### config.mk
export PLATFORM = sky130hd
export DESIGN_NAME = adc_alu
export DESIGN_NICKNAME = d
export VERILOG_FILES = /design/src/hw/rtl/adc_pkg.sv /design/src/hw/rtl/adc_alu.sv
export SDC_FILE = /design/constraint.sdc
export NUM_CORES = 1
export LEC_CHECK = 0
export BUFFER_PORTS_ARGS = -buffer_cell sky130_fd_sc_hd__buf_2
export CAP_MARGIN = 20
export CORE_AREA = 2 2 39 41
export DETAILED_ROUTE_END_ITERATION = 12
export DIE_AREA = 0 0 41 43
export PLACE_DENSITY = 0.74
export SLEW_MARGIN = 20
export SYNTH_ARGS = -nofsm -noshare
export SYNTH_HDL_FRONTEND = slang
export SYNTH_SLANG_ARGS = --single-unit
### constraint.sdc
create_clock -name vclk -period 2.64
set_clock_uncertainty 0.2 [all_clocks]
set_input_delay 0.132 -clock vclk [all_inputs]
set_output_delay 0.132 -clock vclk [all_outputs]
set_load 0.02 [all_outputs]
### src/hw/rtl/adc_pkg.sv
`default_nettype none
// ----------------------------------------------------------------------------
// adc_pkg: shared types and constants for the add-with-carry executor
// Item kinds, opcodes, register selects, status bit positions and the adder
// result bundle.
// ----------------------------------------------------------------------------
package adc_pkg;

   // Kind of work carried by one input transfer
   typedef enum logic [1:0] {
      KIND_EXEC        = 2'd0,
      KIND_LOAD        = 2'd1,
      KIND_PRESET_REG  = 2'd2,
      KIND_PRESET_FLAG = 2'd3
   } kind_type;

   // ADC opcodes, all of the form 011x_xx01
   localparam logic [7:0] OP_INDX = 8'h61;
   localparam logic [7:0] OP_ZP   = 8'h65;
   localparam logic [7:0] OP_IMM  = 8'h69;
   localparam logic [7:0] OP_ABS  = 8'h6D;
   localparam logic [7:0] OP_INDY = 8'h71;
   localparam logic [7:0] OP_ZPX  = 8'h75;
   localparam logic [7:0] OP_ABSY = 8'h79;
   localparam logic [7:0] OP_ABSX = 8'h7D;

   // Register preset selects
   localparam logic [1:0] SEL_A    = 2'd0;
   localparam logic [1:0] SEL_X    = 2'd1;
   localparam logic [1:0] SEL_Y    = 2'd2;
   localparam logic [1:0] SEL_NONE = 2'd3;

   // Status register bit positions
   localparam int ST_C = 0;
   localparam int ST_Z = 1;
   localparam int ST_D = 3;
   localparam int ST_V = 6;
   localparam int ST_N = 7;

   // Adder result: new accumulator and new status byte
   typedef struct packed {
      logic [7:0] sum;
      logic [7:0] status;
   } alu_out_type;

endpackage : adc_pkg
`default_nettype wire

### src/hw/rtl/adc_alu.sv
`default_nettype none
// ----------------------------------------------------------------------------
// adc_alu: binary add with carry
// Adds operand and carry to the accumulator and rebuilds C, Z, V and N.
// ----------------------------------------------------------------------------
module adc_alu (
   input  wire logic [7:0]          acc,
   input  wire logic [7:0]          status,
   input  wire logic [7:0]          operand,
   output adc_pkg::alu_out_type     result
);

   import adc_pkg::*;

   logic [8:0] sum9;
   logic [7:0] r;

   // Nine-bit sum keeps the carry out
   assign sum9 = {1'b0, acc} + {1'b0, operand} + {8'd0, status[ST_C]};
   assign r    = sum9[7:0];

   // Replace the four arithmetic flags, keep the rest
   always_comb begin
      result.sum          = r;
      result.status       = status;
      result.status[ST_C] = sum9[8];
      result.status[ST_Z] = (r == 8'd0);
      result.status[ST_V] = (acc[7] ^ r[7]) & (operand[7] ^ r[7]);
      result.status[ST_N] = r[7];
   end

endmodule : adc_alu
`default_nettype wire

---- Word-level counts from Yosys, hierarchy flattened ----
Index checks and enable logic that the tools add are counted.
W data, S select, Z words.
word-level totals
  output and inout bits ................... 16
  bits in registers ....................... 0
  logic and storage cells ................. 6
  input port bits ......................... 24
cells by class
  reduce and logical (&&, ||, !) cells .... 1
  add/subtract/negate cells ............... 2
  bitwise operators ....................... 3
operators by type and width
  operator          number
  $add A8 B8 Y9     1
  $add A9 B1 Y9     1
  $logic_not A8 Y1  1
  $xor A1 B1 Y1     2
  $and A1 B1 Y1     1

---- Longest topological paths before layout ----
Gate-level depths: netlist of the first run.
  depth in word-level cells ............... 4
  gate-level depth with buffers ........... 9
  depth with buffers taken out ............ 9

---- Worst setup path before layout of the first run ----
OpenSTA, ideal clock, no wires.
  path kind ............................... in2out
  start point ............................. in acc[0]
  end point ............................... out result[1] (netlist name)
  arrival time ............................ 2,399 ps
  slack ................................... -91 ps
  required time ........................... 2,308 ps
  path buffers ............................ 0
  cell stages on the path ................. 9
  cells stage by stage .................... inv_1 > fa_1 > inv_1 > fa_1 > a211oi_1 > o21bai_1 > a211oi_1 > nor2_1 > nor4b_1
RTL lines
  what         RTL line       RTL
  from (decl)  adc_alu.sv:7   input wire logic [7:0] acc,
  to (decl)    adc_alu.sv:10  output adc_pkg::alu_out_type result

==> impl_metrics.json, run 1 <==
{
  "yosys.area_share.adder_pct": 28.0,
  "worstPathArrival_ns": 2.11,
  "grt_pass1_vias": 439,
  "leakage_nw": 0.329,
  "place_ws_ns": 0.0642,
  "worst_pin_slew_ns": 0.369,
  "slew_headroom_pct": 75.4,
  "fp.dieW_um": 41,
  "finalNonFillerCells": 97,
  "drtIter0Drc": 3,
  "nFillCells": 142,
  "syn_inst": 57,
  "avgRoutedWirePerCell_um": 10.7,
  "regArea_um2": 0,
  "fmax_ghz": 0.410,
  "seq_cells": 0,
  "coreArea_mm2": 0.00138,
  "vias": 482,
  "route.top_layer_used": "met4",
  "met3_length_um": 30,
  "hold_viol": 0,
  "num_rows": 14,
  "synth-xor-area-share_pct": 7.69,
  "via_per_inst": 4.97,
  "rsz0062_at_grt": "no",
  "wl_met2_um": 594,
  "synth-compound-area-share_pct": 26.4,
  "portBuffers": 29,
  "nClkBuffers": 0,
  "finalSetupViolCount": 0,
  "syn_nets": 90,
  "hpwl_um": 943,
  "synth_area_um2": 455,
  "slew_violations": 0,
  "pin_count": 40,
  "post_route_cells_drive_above_1_share_pct": 44.4,
  "holdPathStages": 0,
  "fin_nets": 116,
  "placedCellCount": 97,
  "hold_path_end": "result[3]",
  "yosysWarnings": 0,
  "start_util_pct": 32.9,
  "layout_setup_ws_ns": 0.199,
  "power_per_cell_area_mw_per_mm2": 320,
  "drt_wl_total_um": 1030,
  "grt_max_degree": 6,
  "status": "completed",
  "antenna_found_initial": 0,
  "synth_simple_gate_area_share_pct": 23.4,
  "p_total_w": 0.000190,
  "place.gp.congestion": 0.756,
  "syn-mean-instance-area_um2": 7.99,
  "start_kind": "input port",
  "crit_type": "in -> out",
  "peakVddDrop_v": 0.0000916,
  "die_y_um": 43,
  "startpoint": "acc[0]",
  "setup_tns_ns": 0,
  "wl_met1_um": 400,
  "synth_top_area_cell": "ha_1",
  "cp-end-kind": "primary output",
  "drv_cap": 0,
  "seq_area_frac_synth_pct": 0,
  "postCtsHoldBufs": 0,
  "min_period_ns": 2.44,
  "final_cell_mix": "buf_2 (29), ha_1 (7), inv_1 (5), nor2_1 (5)",
  "synth_cell_type_count": 28,
  "grt_pass1_wl_um": 1700,
  "drc": 0,
  "synth_top_family_by_area": "adder cells",
  "track_usage_pct": 13.0,
  "dieArea_mm2": 0.00176,
  "synthMuxAreaShare_pct": 2.20,
  "syn_to_final_growth_pct": 30.5,
  "diodes": 0,
  "final_common_cell": "buf_2",
  "gr-total-overflow": 0,
  "hp-class": "in -> out",
  "required_ns": 2.31,
  "fin_crit_sh_pct": 92.5,
  "min_from": "status[3]",
  "synth_area_leaders": "ha_1 (19%), fa_1 (8.8%), buf_4 (8.2%)",
  "cp_max_fo": 3,
  "multi_input_area_um2": 410,
  "ant_nets": 0,
  "yosysTopAreaCellShare_pct": 19.2,
  "dr.pass1.iters": 2
}
==> where the power goes <==
part / internal [W] / switching, W / leakage [nW]
clock: 0 / 0 / 0
sequential: 0 / 0 / 0
combinational: 0.0000765 / 0.000114 / 0.329
total: 0.0000765 / 0.000114 / 0.329
==> per-layer routing <==
layer,track usage (%),vias to the layer above
met5,0,-
met4,2.67,0
met3,0.524,2
met2,24.7,7
met1,14.7,225
li1,-,248
==> how the worst max path moves through the flow <==
stage,end
floorplan,result[1]
global placement,result[1]
detailed placement,result[1]
CTS,result[1]
global route,result[1]
finish,result[1]
==> through the flow <==
| step | utilization (%) | area, µm² | hold WS [ns] |
|---|---|---|---|
| after floorplan | - | 462 | 0.177 |
| after global placement | 42.6 | 589 | 0.0641 |
| after detailed placement | 42.6 | 589 | 0.0641 |
| after CTS | 42.6 | 589 | 0.0641 |
| after global routing | 42.9 | 594 | 0.0641 |
| final | 42.9 | 594 | 0.0640 |
==> repair_timing <==
item | CTS | global route
endpoints found under the hold margin | 0 | 0
setup endpoints to repair | 0 | 1
resized for setup | 0 | 1
setup buffers | 0 | 0
==> synth_stat cells <==
library cell  number
a211oi_1           3
a21boi_0           1
a21oi_1            2
a21oi_2            1
a221oi_2           1
and2b_1            1
and2b_2            1
buf_4              5
fa_1               2
ha_1               7
inv_1              5
mux2i_1            1
nand2_1            3
nand2b_1           1
nand3b_4           1
nor2_1             5
nor3_1             1
nor3b_1            1
nor4b_1            1
o211a_1            2
o21a_1             1
o21ai_0            3
o21bai_1           1
o22ai_1            1
or2_1              1
or2_2              1
xnor2_1            2
xor2_1             2
==> logic make-up (layout without fill, tap and decap cells) <==
kind of cell,count (synthesis),count (layout)
buffers and inverters,10,34
AOI/OAI and AO/OA,16,16
and+or+nand+nor,17,17
xor gates and xnor gates,4,4
muxes,1,1
adders and majority gates,9,9
==> final cells by class <==
class | count | area share (%)
Tap cell | 16 | 3.37
Timing Repair Buffer | 29 | 24.4
Inverter | 5 | 3.16
Multi-Input combinational cell | 47 | 69.1
==> worst max-delay path: stages <==
cell      delay, ns
buf_2          0.09
inv_1          0.07
fa_1           0.19
inv_1          0.06
fa_1           0.42
a211oi_2       0.26
o21bai_1       0.11
a211oi_1       0.25
nor2_1         0.09
nor4b_2        0.23
buf_2          0.19
Power figures use the tool's default switching activity.
==> inputs of run 2 (changes only) <==
--- a/config.mk
+++ b/config.mk
@@ -5,12 +5,12 @@
 export SDC_FILE = /design/constraint.sdc
 export NUM_CORES = 1
 export LEC_CHECK = 0
+export ABC_AREA = 1
 export BUFFER_PORTS_ARGS = -buffer_cell sky130_fd_sc_hd__buf_2
-export CAP_MARGIN = 20
 export CORE_AREA = 2 2 39 41
 export DETAILED_ROUTE_END_ITERATION = 12
 export DIE_AREA = 0 0 41 43
-export PLACE_DENSITY = 0.74
+export PLACE_DENSITY = 0.79
 export SLEW_MARGIN = 20
 export SYNTH_ARGS = -nofsm -noshare
 export SYNTH_HDL_FRONTEND = slang
==> constraint.sdc (replaced) <==
create_clock -name vclk -period 2.64
set_clock_uncertainty 0.2 [all_clocks]
set_input_delay 0.132 -clock vclk [all_inputs]
set_output_delay 0.132 -clock vclk [all_outputs]
set_load 0.01 [all_outputs]
==> run 2 against run 1 <==
Compared with the run above: combinational power down 16%; critical path depth up 2; core utilization up 4.1 points; via count up 24%; global-route usage down 0.61 points; synthesized cell count up 70%.
==> impl_metrics.json, run 2 <==
{
  "cts_resized": 0,
  "dieArea_mm2": 0.00176,
  "synthTopCellsByCount": "nand2_1 (34), inv_1 (23), nand3_1 (9)",
  "slew_violations": 0,
  "postCtsHoldBufs": 0,
  "nClkBuffers": 0,
  "synth_top_area_cell": "nand2_1",
  "holdPathStages": 0,
  "dr.pass1.iters": 4,
  "syn-mean-instance-area_um2": 5.39,
  "cpPeakStageDelay_ns": 0.42,
  "syn_inst": 97,
  "die_y_um": 43,
  "power_per_cell_area_mw_per_mm2": 245,
  "num_rows": 14,
  "yosysTopAreaCellShare_pct": 24.4,
  "seq_area_frac_synth_pct": 0,
  "dpl-instance-area_um2": 651,
  "regArea_um2": 0,
  "syn_to_final_growth_pct": 24.4,
  "crit_type": "in -> out",
  "leakage_nw": 0.458,
  "cp_max_fo": 2,
  "min_period_ns": 2.16,
  "status": "completed",
  "synth_cell_type_count": 13,
  "crit_path_cell_trace": "buf_2, inv_1, fa_1, inv_1, fa_1, inv_1, nand2_1, nor2_1, nand3_1, nor2_1, nand2_1, nor2_2, buf_2",
  "gr-total-overflow": 0,
  "hpwl_um": 962,
  "grt_max_degree": 6,
  "start_util_pct": 37.8,
  "worstPathArrival_ns": 1.82,
  "coreArea_mm2": 0.00138,
  "fin_nets": 156,
  "synth_area_um2": 523,
  "avgRoutedWirePerCell_um": 7.27,
  "finalSetupViolCount": 0,
  "fmax_ghz": 0.464,
  "syn_nets": 130,
  "via_per_inst": 4.36,
  "hold_viol": 0,
  "hp-class": "in -> out",
  "fp.dieW_um": 41,
  "grt_pass1_vias": 492,
  "post_cts_buffers": 0,
  "final_common_cell": "nand2_1",
  "pin_count": 40,
  "rsz0062_at_grt": "no",
  "final_cell_mix": "nand2_1 (34), buf_2 (29), inv_1 (23), nand3_1 (9), ha_1 (7)",
  "diodes": 0,
  "track_usage_pct": 12.4,
  "yosysMostFrequentCell": "nand2_1",
  "grt_pass1_wl_um": 1680,
  "portBuffers": 29,
  "seq_cells": 0,
  "place_ws_ns": 0.461,
  "final_area_um2": 651,
  "path_common_cell": "inv_1",
  "place.gp.congestion": 0.846,
  "layout_setup_ws_ns": 0.484,
  "drt_wl_total_um": 996,
  "peakVddDrop_v": 0.0000791,
  "drc": 0,
  "fin_crit_sh_pct": 81.7,
  "post_route_cells_drive_above_1_share_pct": 29.8,
  "p_total_w": 0.000159,
  "required_ns": 2.31,
  "fin_hold_ws_ns": 0.0640,
  "cpMaxStageDelayCell": "fa_1",
  "worst_pin_slew_ns": 0.162,
  "ant_nets": 0,
  "start_kind": "input port",
  "yosysWarnings": 0,
  "hold_path_end": "result[2]",
  "drv_cap": 0,
  "slew_headroom_pct": 89.2,
  "synth_area_leaders": "nand2_1 (24%), ha_1 (17%), inv_1 (17%)",
  "vias": 597,
  "setup_tns_ns": 0,
  "cp-end-kind": "primary output",
  "min_from": "status[2]",
  "drtIter0Drc": 10,
  "antenna_found_initial": 0
}
-- run 2: cell types whose count changed after synthesis, sizes merged, moves of 2 or more --
cell and delta:
a211oi -3, and2b -2, inv +18, nand2 +34
nand3 +10, nor2 +2, o211a -2, o21ai -3
xnor2 -2, xor2 -2
-- run 2: cell type report --
| type | instances | area (µm²) |
|---|---|---|
| well taps | 16 | 20.0 |
| fillers | 151 | 733 |
| inverters | 23 | 86.3 |
| multi-input cells | 69 | 399 |
| repair buffers | 29 | 145 |
-- run 2: logic make-up after synthesis --
kind of cell	synth area share (%)
fa+ha+maj	24.4
compound gates	2.87
simple gates	49.0
buf+inv	23.7
-- run 2: worst max-delay path by stage --
stage / start / to / slack, ns
5_1_grt: acc[0] / result[1] / 0.30
2_1_floorplan: acc[0] / result[1] / 0.66
3_5_place_dp: acc[0] / result[1] / 0.46
6_report: acc[0] / result[1] / 0.48
4_1_cts: acc[0] / result[1] / 0.46
3_3_place_gp: acc[0] / result[1] / 0.46
-- run 2: per-layer routing --
metal  global-route usage [%]  vias to the layer above  share of wire (%)
li1                         -                      334                  -
met4                        0                        0                  0
met1                     16.2                      253                 44
met3                        0                        0                4.6
met5                        0                        -                  0
met2                     22.8                       10                 52
-- run 2: report_power, final --
part	switching (W)	internal (W)	leakage [nW]	total, W
sequential	0	0	0	0
clock	0	0	0	0
combinational	0.0000917	0.0000677	0.458	0.000159
total	0.0000917	0.0000677	0.458	0.000159
-- run 2: critical path: cells and delay by family --
family                   cells  cell delay, ns
adder cells (fa/ha/maj)      2            0.83
buffers and inverters        5            0.38
AND/OR/NAND/NOR              6            0.47
-- run 2: stage by stage --
stage	cells	utilization [%]
floorplan	97	-
global placement	137	47.0
detailed placement	137	47.0
CTS	137	47.0
global route	137	47.0
finish	137	47.0
